## config.mk

```make
export PLATFORM = sky130hd
export DESIGN_NAME = bmp_hit_count_image_writer_flat
export DESIGN_NICKNAME = d
export VERILOG_FILES = /design/src/rtl/core/bhw_pkg.sv /design/src/rtl/core/bhw_pixel_if.sv /design/src/rtl/core/bhw_byte_if.sv /design/src/rtl/core/bhw_front.sv /design/src/rtl/core/bhw_queue.sv /design/src/rtl/core/bhw_back.sv /design/src/rtl/core/bmp_hit_count_image_writer.sv /design/src/flat_wrapper.sv
export SDC_FILE = /design/constraint.sdc
export NUM_CORES = 2
export LEC_CHECK = 0
export ABC_CLOCK_PERIOD_IN_PS = 8060
export BUFFER_PORTS_ARGS = -buffer_cell sky130_fd_sc_hd__buf_2
export CELL_PAD_IN_SITES_DETAIL_PLACEMENT = 1
export CELL_PAD_IN_SITES_GLOBAL_PLACEMENT = 2
export CORE_MARGIN = 3
export CORE_UTILIZATION = 42
export DETAILED_ROUTE_END_ITERATION = 8
export PLACE_DENSITY = 0.93
export SYNTH_ARGS = -nofsm -noshare
export SYNTH_HDL_FRONTEND = slang
export SYNTH_HIERARCHICAL = 1
export SYNTH_SLANG_ARGS = --single-unit
```

## constraint.sdc

```tcl
create_clock -name clk -period 8.06 [get_ports clk]
set_clock_uncertainty 0.05 [all_clocks]
set_input_delay 0.403 -clock clk [delete_from_list [all_inputs] [get_ports clk]]
set_output_delay 0.403 -clock clk [all_outputs]
set_load 0.005 [all_outputs]
```

## src/rtl/core/bhw_pkg.sv

```systemverilog
// ----------------------------------------------------------------------------
// bhw_pkg
// Shared constants, types and helpers of the BMP hit-count image writer.
// ----------------------------------------------------------------------------
package bhw_pkg;

  localparam int MAX_WIDTH  = 4096;
  localparam int MAX_HEIGHT = 4096;

  localparam int DIM_W  = 13;
  localparam int CNT_W  = 12;
  localparam int HITS_W = 32;
  localparam int GAIN_W = 24;
  localparam int OFS_W  = 11;
  localparam int BYTE_W = 8;
  localparam int SUM_W  = HITS_W + 2;
  localparam int MAG_W  = 24;
  localparam int BODY_W = 32;

  localparam int QDEPTH = 4;
  localparam int QPTR_W = $clog2(QDEPTH);
  localparam int QCNT_W = $clog2(QDEPTH + 1);
  localparam int QUSE_W = QCNT_W + 1;

  localparam int HDR_LEN = 54;
  localparam int IDX_W   = 6;

  localparam int APB_AW = 5;
  localparam int APB_DW = 32;

  localparam logic [2:0] REG_WIDTH  = 3'd0;
  localparam logic [2:0] REG_HEIGHT = 3'd1;
  localparam logic [2:0] REG_OFFSET = 3'd2;
  localparam logic [2:0] REG_RGAIN  = 3'd3;
  localparam logic [2:0] REG_GGAIN  = 3'd4;
  localparam logic [2:0] REG_BGAIN  = 3'd5;

  localparam logic [DIM_W-1:0]         RST_WIDTH  = 13'd1920;
  localparam logic [DIM_W-1:0]         RST_HEIGHT = 13'd1080;
  localparam logic signed [OFS_W-1:0]  RST_OFFSET = -11'sd230;
  localparam logic [GAIN_W-1:0]        RST_RGAIN  = 24'd5898;
  localparam logic [GAIN_W-1:0]        RST_GGAIN  = 24'd7209;
  localparam logic [GAIN_W-1:0]        RST_BGAIN  = 24'd11796;

  localparam logic [7:0]  HDR_SIG0      = 8'h42;
  localparam logic [7:0]  HDR_SIG1      = 8'h4D;
  localparam logic [7:0]  HDR_PLANES    = 8'd1;
  localparam logic [7:0]  HDR_BPP       = 8'd24;
  localparam logic [31:0] HDR_DATA_OFS  = 32'd54;
  localparam logic [31:0] HDR_INFO_SIZE = 32'd40;

  // channel order inside a pixel: blue, green, red
  localparam int CH_BLUE  = 0;
  localparam int CH_GREEN = 1;
  localparam int CH_RED   = 2;

  typedef struct packed {
    logic [DIM_W-1:0]        width;
    logic [DIM_W-1:0]        height;
    logic signed [OFS_W-1:0] offset;
    logic [2:0][GAIN_W-1:0]  gain;
  } cfg_t;

  typedef struct packed {
    logic                   hdr;
    logic [1:0]             pad;
    logic [2:0][BYTE_W-1:0] chan;
  } entry_t;

  function automatic logic [DIM_W-1:0] eff_dim(input logic [DIM_W-1:0] v,
                                               input int maxv);
    logic [DIM_W-1:0] r;
    r = v;
    if (v == '0) begin
      r = DIM_W'(1);
    end else if (int'(v) > maxv) begin
      r = DIM_W'(maxv);
    end
    return r;
  endfunction

  function automatic logic [7:0] hdr_byte(input logic [IDX_W-1:0] idx,
                                          input logic [DIM_W-1:0] w,
                                          input logic [DIM_W-1:0] h,
                                          input logic [BODY_W-1:0] body,
                                          input logic [BODY_W-1:0] fsize);
    logic [31:0] word;
    logic [1:0]  sel;
    logic [7:0]  b;
    word = '0;
    sel  = idx[1:0] ^ 2'b10;
    case (idx)
      6'd2, 6'd3, 6'd4, 6'd5:     word = fsize;
      6'd10, 6'd11, 6'd12, 6'd13: word = HDR_DATA_OFS;
      6'd14, 6'd15, 6'd16, 6'd17: word = HDR_INFO_SIZE;
      6'd18, 6'd19, 6'd20, 6'd21: word = 32'(w);
      6'd22, 6'd23, 6'd24, 6'd25: word = 32'(h);
      6'd34, 6'd35, 6'd36, 6'd37: word = body;
      default:                    word = '0;
    endcase
    b = 8'(word >> {sel, 3'b000});
    case (idx)
      6'd0:    b = HDR_SIG0;
      6'd1:    b = HDR_SIG1;
      6'd26:   b = HDR_PLANES;
      6'd28:   b = HDR_BPP;
      default: b = b;
    endcase
    return b;
  endfunction

endpackage

```

## src/rtl/core/bhw_pixel_if.sv

```systemverilog
// ----------------------------------------------------------------------------
// bhw_pixel_if
// Pixel channel: three hit counts per transaction.
// ----------------------------------------------------------------------------
interface bhw_pixel_if;
  logic        valid;
  logic        ready;
  logic [31:0] red_hits;
  logic [31:0] green_hits;
  logic [31:0] blue_hits;

  modport source (output valid, red_hits, green_hits, blue_hits, input ready);
  modport sink   (input valid, red_hits, green_hits, blue_hits, output ready);
endinterface

```

## src/rtl/core/bhw_byte_if.sv

```systemverilog
// ----------------------------------------------------------------------------
// bhw_byte_if
// File byte channel: one byte of the BMP stream per transaction.
// ----------------------------------------------------------------------------
interface bhw_byte_if;
  logic       valid;
  logic       ready;
  logic [7:0] file_byte;
  logic       run_last;

  modport source (output valid, file_byte, run_last, input ready);
  modport sink   (input valid, file_byte, run_last, output ready);
endinterface

```

## src/rtl/core/bhw_front.sv

```systemverilog
// ----------------------------------------------------------------------------
// bhw_front
// Accepts pixels, tracks row/column position, scales the three channels.
// ----------------------------------------------------------------------------
module bhw_front (
  input  logic                          clk,
  input  logic                          rst,
  input  bhw_pkg::cfg_t                 cfg,
  input  logic                          in_valid,
  output logic                          in_ready,
  input  logic [2:0][bhw_pkg::HITS_W-1:0] in_hits,
  input  logic [bhw_pkg::QCNT_W-1:0]    q_count,
  output logic                          push,
  output bhw_pkg::entry_t               push_entry
);
  import bhw_pkg::*;

  logic [CNT_W-1:0] column_count;
  logic [CNT_W-1:0] row_count;

  logic                  a_valid;
  logic                  a_hdr;
  logic [1:0]            a_pad;
  logic [2:0][MAG_W-1:0] a_mag;
  logic [2:0]            a_neg;

  logic   b_valid;
  entry_t b_entry;

  logic [QUSE_W-1:0]     used;
  logic                  accept;
  logic                  row_end;
  logic                  frame_end;
  logic [2:0][SUM_W-1:0] sum;
  logic [2:0][BYTE_W-1:0] prod_byte;

  assign used     = QUSE_W'(q_count) + QUSE_W'(a_valid) + QUSE_W'(b_valid);
  assign in_ready = used < QUSE_W'(QDEPTH);
  assign accept   = in_valid && in_ready;

  assign row_end   = ({1'b0, column_count} + DIM_W'(1)) >= cfg.width;
  assign frame_end = ({1'b0, row_count} + DIM_W'(1)) >= cfg.height;

  always_comb begin
    for (int c = 0; c < 3; c++) begin
      sum[c] = {2'b00, in_hits[c]} + SUM_W'(cfg.offset);
    end
  end

  always_ff @(posedge clk) begin
    if (rst) begin
      column_count <= '0;
      row_count    <= '0;
    end else if (accept) begin
      if (row_end) begin
        column_count <= '0;
        row_count    <= frame_end ? '0 : row_count + CNT_W'(1);
      end else begin
        column_count <= column_count + CNT_W'(1);
      end
    end
  end

  always_ff @(posedge clk) begin
    if (rst) begin
      a_valid <= 1'b0;
    end else begin
      a_valid <= accept;
    end
    if (accept) begin
      a_hdr <= (column_count == '0) && (row_count == '0);
      a_pad <= row_end ? cfg.width[1:0] : 2'b00;
      for (int c = 0; c < 3; c++) begin
        a_neg[c] <= sum[c][SUM_W-1];
        a_mag[c] <= sum[c][SUM_W-1] ? MAG_W'(-sum[c]) : sum[c][MAG_W-1:0];
      end
    end
  end

  // low byte of the truncated quotient sits at product bits [23:16]
  always_comb begin
    for (int c = 0; c < 3; c++) begin
      prod_byte[c] = 8'((48'(a_mag[c]) * 48'(cfg.gain[c])) >> 16);
    end
  end

  always_ff @(posedge clk) begin
    if (rst) begin
      b_valid <= 1'b0;
    end else begin
      b_valid <= a_valid;
    end
    if (a_valid) begin
      b_entry.hdr <= a_hdr;
      b_entry.pad <= a_pad;
      for (int c = 0; c < 3; c++) begin
        b_entry.chan[c] <= a_neg[c] ? 8'(-prod_byte[c]) : prod_byte[c];
      end
    end
  end

  assign push       = b_valid;
  assign push_entry = b_entry;

endmodule

```

## src/rtl/core/bhw_queue.sv

```systemverilog
// ----------------------------------------------------------------------------
// bhw_queue
// Short FIFO of scaled pixels between front and back.
// ----------------------------------------------------------------------------
module bhw_queue (
  input  logic                       clk,
  input  logic                       rst,
  input  logic                       push,
  input  bhw_pkg::entry_t            push_entry,
  input  logic                       pop,
  output logic                       head_valid,
  output bhw_pkg::entry_t            head,
  output logic [bhw_pkg::QCNT_W-1:0] count
);
  import bhw_pkg::*;

  entry_t            slots [QDEPTH];
  logic [QPTR_W-1:0] wptr;
  logic [QPTR_W-1:0] rptr;

  assign head_valid = count != '0;
  assign head       = slots[rptr];

  always_ff @(posedge clk) begin
    if (rst) begin
      wptr  <= '0;
      rptr  <= '0;
      count <= '0;
    end else begin
      if (push) begin
        wptr <= wptr + QPTR_W'(1);
      end
      if (pop) begin
        rptr <= rptr + QPTR_W'(1);
      end
      count <= count + QCNT_W'(push) - QCNT_W'(pop);
    end
    if (push) begin
      slots[wptr] <= push_entry;
    end
  end

endmodule

```

## src/rtl/core/bhw_back.sv

```systemverilog
// ----------------------------------------------------------------------------
// bhw_back
// Serializes header, pixel bytes and row padding into the byte stream.
// ----------------------------------------------------------------------------
module bhw_back (
  input  logic              clk,
  input  logic              rst,
  input  bhw_pkg::cfg_t     cfg,
  input  logic              head_valid,
  input  bhw_pkg::entry_t   head,
  output logic              pop,
  output logic              out_valid,
  input  logic              out_ready,
  output logic [7:0]        out_byte,
  output logic              out_last
);
  import bhw_pkg::*;

  localparam logic [1:0] ST_START = 2'd0;
  localparam logic [1:0] ST_HDR   = 2'd1;
  localparam logic [1:0] ST_PIX   = 2'd2;
  localparam logic [1:0] ST_PAD   = 2'd3;

  logic [1:0]        state;
  logic [1:0]        state_next;
  logic [IDX_W-1:0]  idx;
  logic [IDX_W-1:0]  idx_next;
  logic [BODY_W-1:0] body;
  logic [BODY_W-1:0] fsize;

  logic [1:0]       ph;
  logic [IDX_W-1:0] ix;
  logic             load;
  logic [7:0]       byte_val;
  logic             last_val;

  always_ff @(posedge clk) begin
    body  <= BODY_W'((15'(cfg.width) * 15'd3 + 15'(cfg.width[1:0])) *
                     BODY_W'(cfg.height));
    fsize <= body + BODY_W'(HDR_LEN);
  end

  assign load = head_valid && (!out_valid || out_ready);

  always_comb begin
    ph = state;
    ix = idx;
    if (state == ST_START) begin
      ph = head.hdr ? ST_HDR : ST_PIX;
      ix = '0;
    end
    byte_val   = 8'h00;
    last_val   = 1'b0;
    state_next = ph;
    idx_next   = ix + IDX_W'(1);
    case (ph)
      ST_HDR: begin
        byte_val = hdr_byte(ix, cfg.width, cfg.height, body, fsize);
        if (ix == IDX_W'(HDR_LEN - 1)) begin
          state_next = ST_PIX;
          idx_next   = '0;
        end
      end
      ST_PIX: begin
        byte_val = head.chan[ix[1:0]];
        if (ix == IDX_W'(2)) begin
          idx_next = '0;
          if (head.pad != 2'b00) begin
            state_next = ST_PAD;
          end else begin
            state_next = ST_START;
            last_val   = 1'b1;
          end
        end
      end
      ST_PAD: begin
        if (ix[1:0] == head.pad - 2'd1) begin
          state_next = ST_START;
          idx_next   = '0;
          last_val   = 1'b1;
        end
      end
      default: begin
        state_next = ST_START;
        idx_next   = '0;
      end
    endcase
  end

  assign pop = load && last_val;

  always_ff @(posedge clk) begin
    if (rst) begin
      state     <= ST_START;
      idx       <= '0;
      out_valid <= 1'b0;
    end else begin
      if (load) begin
        state     <= state_next;
        idx       <= idx_next;
        out_valid <= 1'b1;
      end else if (out_ready) begin
        out_valid <= 1'b0;
      end
    end
    if (load) begin
      out_byte <= byte_val;
      out_last <= last_val;
    end
  end

endmodule

```

## src/rtl/core/bmp_hit_count_image_writer.sv

```systemverilog
// ----------------------------------------------------------------------------
// bmp_hit_count_image_writer
// Streams a 24-bit bottom-up BMP file from per-pixel hit counts.
//
// pixel:    one transaction per pixel (red/green/blue hit counts), in file
//           order: bottom row first, left to right.
// file_out: one file byte per transaction; run_last marks the final byte
//           produced by a pixel.
// APB:      width, height, count offset and the three Q8.16 gains at byte
//           addresses 0x00..0x14. Write only while the stream is idle.
// Path:     a pixel passes the front's a and b registers, then the queue, and
//           its first byte appears from the output register.
// Throughput: one byte per cycle from the output serializer while a pixel is
//           queued and the receiver is ready, i.e. three bytes per pixel, plus
//           54 header bytes ahead of a frame's first pixel and 0..3 pad bytes
//           at each row end. A 4-entry queue takes pixels while bytes drain.
// Reset:    registers take their defaults, position counters clear so the
//           next pixel opens a new file with a header.
// A stalled receiver holds the current byte; once queued plus in-flight
// front pixels reach the queue depth, the pixel channel deasserts ready.
// ----------------------------------------------------------------------------
module bmp_hit_count_image_writer (
  input  logic                        clk,
  input  logic                        rst,
  bhw_pixel_if.sink                   pixel,
  bhw_byte_if.source                  file_out,
  input  logic                        psel,
  input  logic                        penable,
  input  logic                        pwrite,
  input  logic [bhw_pkg::APB_AW-1:0]  paddr,
  input  logic [bhw_pkg::APB_DW-1:0]  pwdata,
  output logic [bhw_pkg::APB_DW-1:0]  prdata,
  output logic                        pready
);
  import bhw_pkg::*;

  logic [DIM_W-1:0]        image_width;
  logic [DIM_W-1:0]        image_height;
  logic signed [OFS_W-1:0] count_offset;
  logic [GAIN_W-1:0]       red_gain;
  logic [GAIN_W-1:0]       green_gain;
  logic [GAIN_W-1:0]       blue_gain;

  cfg_t                    cfg;
  logic [2:0][HITS_W-1:0]  hits;
  logic                    push;
  entry_t                  push_entry;
  logic                    pop;
  logic                    head_valid;
  entry_t                  head;
  logic [QCNT_W-1:0]       q_count;
  logic                    wr_en;
  logic [2:0]              reg_sel;

  assign pready  = 1'b1;
  assign wr_en   = psel && penable && pwrite && pready;
  assign reg_sel = paddr[4:2];

  always_ff @(posedge clk) begin
    if (rst) begin
      image_width  <= RST_WIDTH;
      image_height <= RST_HEIGHT;
      count_offset <= RST_OFFSET;
      red_gain     <= RST_RGAIN;
      green_gain   <= RST_GGAIN;
      blue_gain    <= RST_BGAIN;
    end else if (wr_en) begin
      case (reg_sel)
        REG_WIDTH:  image_width  <= pwdata[DIM_W-1:0];
        REG_HEIGHT: image_height <= pwdata[DIM_W-1:0];
        REG_OFFSET: count_offset <= pwdata[OFS_W-1:0];
        REG_RGAIN:  red_gain     <= pwdata[GAIN_W-1:0];
        REG_GGAIN:  green_gain   <= pwdata[GAIN_W-1:0];
        REG_BGAIN:  blue_gain    <= pwdata[GAIN_W-1:0];
        default: ;
      endcase
    end
  end

  always_comb begin
    case (reg_sel)
      REG_WIDTH:  prdata = APB_DW'(image_width);
      REG_HEIGHT: prdata = APB_DW'({count_offset[0], image_height} & {1'b0, {DIM_W{1'b1}}});
      REG_OFFSET: prdata = APB_DW'(count_offset[OFS_W-1:0]);
      REG_RGAIN:  prdata = APB_DW'(red_gain);
      REG_GGAIN:  prdata = APB_DW'(green_gain);
      REG_BGAIN:  prdata = APB_DW'(blue_gain);
      default:    prdata = '0;
    endcase
  end

  assign cfg.width          = eff_dim(image_width, MAX_WIDTH);
  assign cfg.height         = eff_dim(image_height, MAX_HEIGHT);
  assign cfg.offset         = count_offset;
  assign cfg.gain[CH_BLUE]  = blue_gain;
  assign cfg.gain[CH_GREEN] = green_gain;
  assign cfg.gain[CH_RED]   = red_gain;

  assign hits[CH_BLUE]  = pixel.blue_hits;
  assign hits[CH_GREEN] = pixel.green_hits;
  assign hits[CH_RED]   = pixel.red_hits;

  bhw_front u_front (
    .clk        (clk),
    .rst        (rst),
    .cfg        (cfg),
    .in_valid   (pixel.valid),
    .in_ready   (pixel.ready),
    .in_hits    (hits),
    .q_count    (q_count),
    .push       (push),
    .push_entry (push_entry)
  );

  bhw_queue u_queue (
    .clk        (clk),
    .rst        (rst),
    .push       (push),
    .push_entry (push_entry),
    .pop        (pop),
    .head_valid (head_valid),
    .head       (head),
    .count      (q_count)
  );

  bhw_back u_back (
    .clk        (clk),
    .rst        (rst),
    .cfg        (cfg),
    .head_valid (head_valid),
    .head       (head),
    .pop        (pop),
    .out_valid  (file_out.valid),
    .out_ready  (file_out.ready),
    .out_byte   (file_out.file_byte),
    .out_last   (file_out.run_last)
  );

endmodule

```

## src/flat_wrapper.sv

```systemverilog
// flat-port wrapper written by rule: the top's interface ports become plain ports
module bmp_hit_count_image_writer_flat import bhw_pkg::*;
  (clk, rst, psel, penable, pwrite, paddr, pwdata, prdata, pready, pixel_valid, pixel_red_hits, pixel_green_hits, pixel_blue_hits, pixel_ready, file_out_valid, file_out_file_byte, file_out_run_last, file_out_ready);
  bhw_pixel_if pixel_i ();
  bhw_byte_if file_out_i ();
  input  logic clk;
  input  logic rst;
  input  logic psel;
  input  logic penable;
  input  logic pwrite;
  input  logic [bhw_pkg::APB_AW-1:0] paddr;
  input  logic [bhw_pkg::APB_DW-1:0] pwdata;
  output logic [bhw_pkg::APB_DW-1:0] prdata;
  output logic pready;
  input wire logic [$bits(pixel_i.valid)-1:0] pixel_valid;
  input wire logic [$bits(pixel_i.red_hits)-1:0] pixel_red_hits;
  input wire logic [$bits(pixel_i.green_hits)-1:0] pixel_green_hits;
  input wire logic [$bits(pixel_i.blue_hits)-1:0] pixel_blue_hits;
  output wire logic [$bits(pixel_i.ready)-1:0] pixel_ready;
  output wire logic [$bits(file_out_i.valid)-1:0] file_out_valid;
  output wire logic [$bits(file_out_i.file_byte)-1:0] file_out_file_byte;
  output wire logic [$bits(file_out_i.run_last)-1:0] file_out_run_last;
  input wire logic [$bits(file_out_i.ready)-1:0] file_out_ready;
  assign pixel_i.valid = pixel_valid;
  assign pixel_i.red_hits = pixel_red_hits;
  assign pixel_i.green_hits = pixel_green_hits;
  assign pixel_i.blue_hits = pixel_blue_hits;
  assign pixel_ready = pixel_i.ready;
  assign file_out_valid = file_out_i.valid;
  assign file_out_file_byte = file_out_i.file_byte;
  assign file_out_run_last = file_out_i.run_last;
  assign file_out_i.ready = file_out_ready;
  bmp_hit_count_image_writer u_core (.clk(clk), .rst(rst), .pixel(pixel_i), .file_out(file_out_i), .psel(psel), .penable(penable), .pwrite(pwrite), .paddr(paddr), .pwdata(pwdata), .prdata(prdata), .pready(pready));
endmodule
```

==> results.toml <==
[worst_setup_path]
path_delay_family = "adder cells"
critical_path.max_fanout = 9
critical_path_cell_count = 28
crit_required_ns = 8.55
critical_path_class = "reg2reg"
r2r-start = "u_core/image_width[7]"
rr_endpoint = "u_core/u_back/body[24]"
critical_path.startpoint_type = "register"
worst_setup_path_end_kind = "register"
timing.critical_path.mode_cell = "sky130_fd_sc_hd__fa_1"
worstPathArrival_ns = 8.29
ff2ff_setup_slack_ns = 0.26
crit_slowest_cell = "sky130_fd_sc_hd__fa_1"
critical_path.endpoint = "u_core/u_back/body[24]"
critical_path_buf_inv_count = 4
reg2reg_depth = 28
worst_setup_path_startpoint = "u_core/image_width[7]"
timing.critical_path.slowest_cell_delay_ns = 0.55

[grt]
gr-total-overflow = 0
grt_usage = 0.262
pin_count_of_the_biggest_net_entering_global_routing = 81
vias_in_the_first_global_route = 49841
antenna_violations_before_repair = 11
grt_pass1_wl_mm = 289

[yosys]
syn_area_per_cell_um2 = 9.23
ys_seq_elements = 432
asyncSetResetFlopFracSynth = 0
netlist_instances = 6259
synth_adder_area_share = 0.372
synth_area_mm2 = 0.0578
synth_ff_type = "sky130_fd_sc_hd__edfxtp_1"
synth.yosys.seq_area_share = 0.188
yosys.area_share.xor_xnor = 0.0581
number_of_enable_flip_flop_cells_after_synthesis = 222
simple_gate_area_share_of_the_yosys_netlist = 0.172
synth.distinct_cells = 108
synth.area.mux_share = 0.0335
synth_warnings = 6
synth_top_family_by_area = "adder cells"
synth_compound_gate_area_share = 0.0853

[floorplan]
core_region_area_mm2 = 0.136
core.rowCount = 135
design.portCount = 184
die_width_um = 377
die_y_um = 377
die-area_mm2 = 0.142
initial_core_util = 0.425

[detailed_routing]
number_of_iterations_in_the_first_detailed_routing_pass = 6
wl_per_cell_um = 22.8
detailroute.via_count = 45240
drcViolationCount = 0
viasPerCell = 5.50
route.antenna.remaining_nets = 0
drt-initial-drc-count = 3241
totalWireLength_mm = 187

[clock_tree]
h-tree-depth = 2
clkTransAtPathRegs_ns = 0.06
cts.root.buffer_cell = "sky130_fd_sc_hd__clkbuf_16"
cts_tree = "built"
cts.sink_count = 432
cts-buffers-inserted = 51
clk_path_buf_depth = 3
clk_latency_ns = 0.69

[cells_and_area]
commonest_cells_after_routing_fill_and_taps_aside = "1066 x sky130_fd_sc_hd__inv_1, 773 x sky130_fd_sc_hd__fa_1, 683 x sky130_fd_sc_hd__nand2_1"
post-route-cell-area_mm2 = 0.0631
layout_cells_sized_above_1 = 0.0855
syn_to_final_growth_pct = 9.18
layout.core_utilization = 0.464
most_frequent_standard_cell_in_the_layout_excluding_fill_and_tap_cells = "sky130_fd_sc_hd__inv_1"
fin_cells = 8219
layout.nets = 7783
final.fill_count = 15643

[power]
p_leak_uw = 0.0295
pwr_density_cell_mw_per_mm2 = 384
peak_supply_drop_v = 0.000676

[sta]
max_freq_ghz = 0.128
final-setup-viol-count = 0
final_hold_viol_count = 0
finalCritPeriodShare = 0.968
fin_setup_tns_ns = 0
period_minus_slack_ns = 7.80
slew_headroom = 0.154
timing.final.max_slew_violations = 0
max_slew.worst_pin.slew_ns = 1.27

[place]
dp.final_hpwl_mm = 149
place.gp.congestion = 0.896
dpl.cell_count = 8096
buffer_ports.inserted = 164
cell_area_after_placement_mm2 = 0.0610

[min_path]
type_of_the_worst_min_delay_path = "in2reg"

[status]
run_status = "complete, no violations"

[flow_run]
maxCapViolations = 0
==> stage by stage <==
stage                     hold slack [ns]  total power (µW)  worst slack (ns)
after global placement              0.364             20600             0.119
final                              0.0320             24300             0.260
after global routing               0.0406             26500            -0.110
after detailed placement            0.381             21600            -0.236
after floorplan                     0.336             16100             0.655
after CTS                         0.00208             24200           0.00521
==> area by class of cell <==
class,count,area [µm²],area share
multi-input cells,4481,41900,0.664
flip-flops and latches,432,10900,0.173
inverters,1071,4020,0.0638
repair buffers,352,2300,0.0364
well taps,1781,2230,0.0353
clock buffers,63,1350,0.0214
clock inverters,33,417,0.00660
diodes,6,15.0,0.000238
==> per-layer routing <==
layer  up-vias  global-route usage  wire length (µm)
met5         -                   0                71
met4        10              0.0807              5980
met3       314              0.0405             11100
met2      1325               0.445             90300
met1     23337               0.342             79600
li1      20254                   -                 -
==> worst reg2reg max path, delay by kind of cell (launching register included) <==
kind | cells | cell delay (ns)
compound gates | 10 | 2.07
fa+ha+maj | 7 | 3.08
buf+inv | 4 | 0.54
flops | 1 | 0.40
simple gates | 6 | 1.18
mux | 1 | 0.36
==> report_power, final <==
group          total (µW)  switching (µW)  internal, µW
clock network        2470            1060          1410
logic               18300           10900          7350
registers            3530             349          3180
total               24300           12300         11900
==> worst min-delay path by stage <==
stage                                  startpoint                             to  depth (start not counted)
after CTS                               pwdata[1]         u_core/image_height[1]                          3
after detailed placement  u_core/u_front/a_pad[1]  u_core/u_front/push_entry[25]                          0
final                                   pwdata[1]         u_core/image_height[1]                          3
after global placement    u_core/u_front/a_pad[0]  u_core/u_front/push_entry[24]                          0
after global routing                    pwdata[1]         u_core/image_height[1]                          3
after floorplan             u_core/u_back/body[1]         u_core/u_back/fsize[1]                          1
==> repair_timing <==
item	CTS	global route
buffers inserted	2	6
resized for setup	10	31
hold buffers	13	0
endpoints found under the setup margin	6	13
hold endpoints to repair	27	0
gates cloned	0	0
pin swaps	1	4
==> Yosys cell counts (80+ instances only) <==
cell type | number | share of area
sky130_fd_sc_hd__inv_1 | 1067 | 0.069
sky130_fd_sc_hd__fa_1 | 773 | 0.27
sky130_fd_sc_hd__nand2_1 | 683 | 0.044
sky130_fd_sc_hd__and2_1 | 558 | 0.060
sky130_fd_sc_hd__ha_1 | 481 | 0.10
sky130_fd_sc_hd__xnor2_1 | 250 | 0.038
sky130_fd_sc_hd__clkbuf_1 | 226 | 0.015
sky130_fd_sc_hd__edfxtp_1 | 222 | 0.12
sky130_fd_sc_hd__a21oi_1 | 211 | 0.018
sky130_fd_sc_hd__dfxtp_1 | 210 | 0.073
sky130_fd_sc_hd__nor2_1 | 203 | 0.013
sky130_fd_sc_hd__o21ai_0 | 150 | 0.013
sky130_fd_sc_hd__xor2_1 | 129 | 0.020
sky130_fd_sc_hd__mux2i_1 | 101 | 0.017
sky130_fd_sc_hd__nand2b_1 | 96 | 0.010
sky130_fd_sc_hd__nand3_1 | 80 | 0.0069
==> logic make-up after synthesis <==
logic type / Yosys count
AND/OR/NAND/NOR: 1936
buffers and inverters: 1353
adder cells (fa/ha/maj): 1254
AO/OA/AOI/OAI: 747
flip-flops: 432
XOR/XNOR: 381
multiplexers: 154
other: 2
==> state kept, by name, indices dropped and copies added, names as in the netlist, 13 cells and up, named ones only <==
register                   flops
u_core/blue_gain              24
u_core/green_gain             24
u_core/image_height           13
u_core/image_width            13
u_core/red_gain               24
u_core/u_back/body            28
u_core/u_back/fsize           29
u_core/u_front/a_mag          72
u_core/u_front/push_entry     27
u_core/u_queue/slots         108
Note: power is estimated with default switching activity, not from simulation.
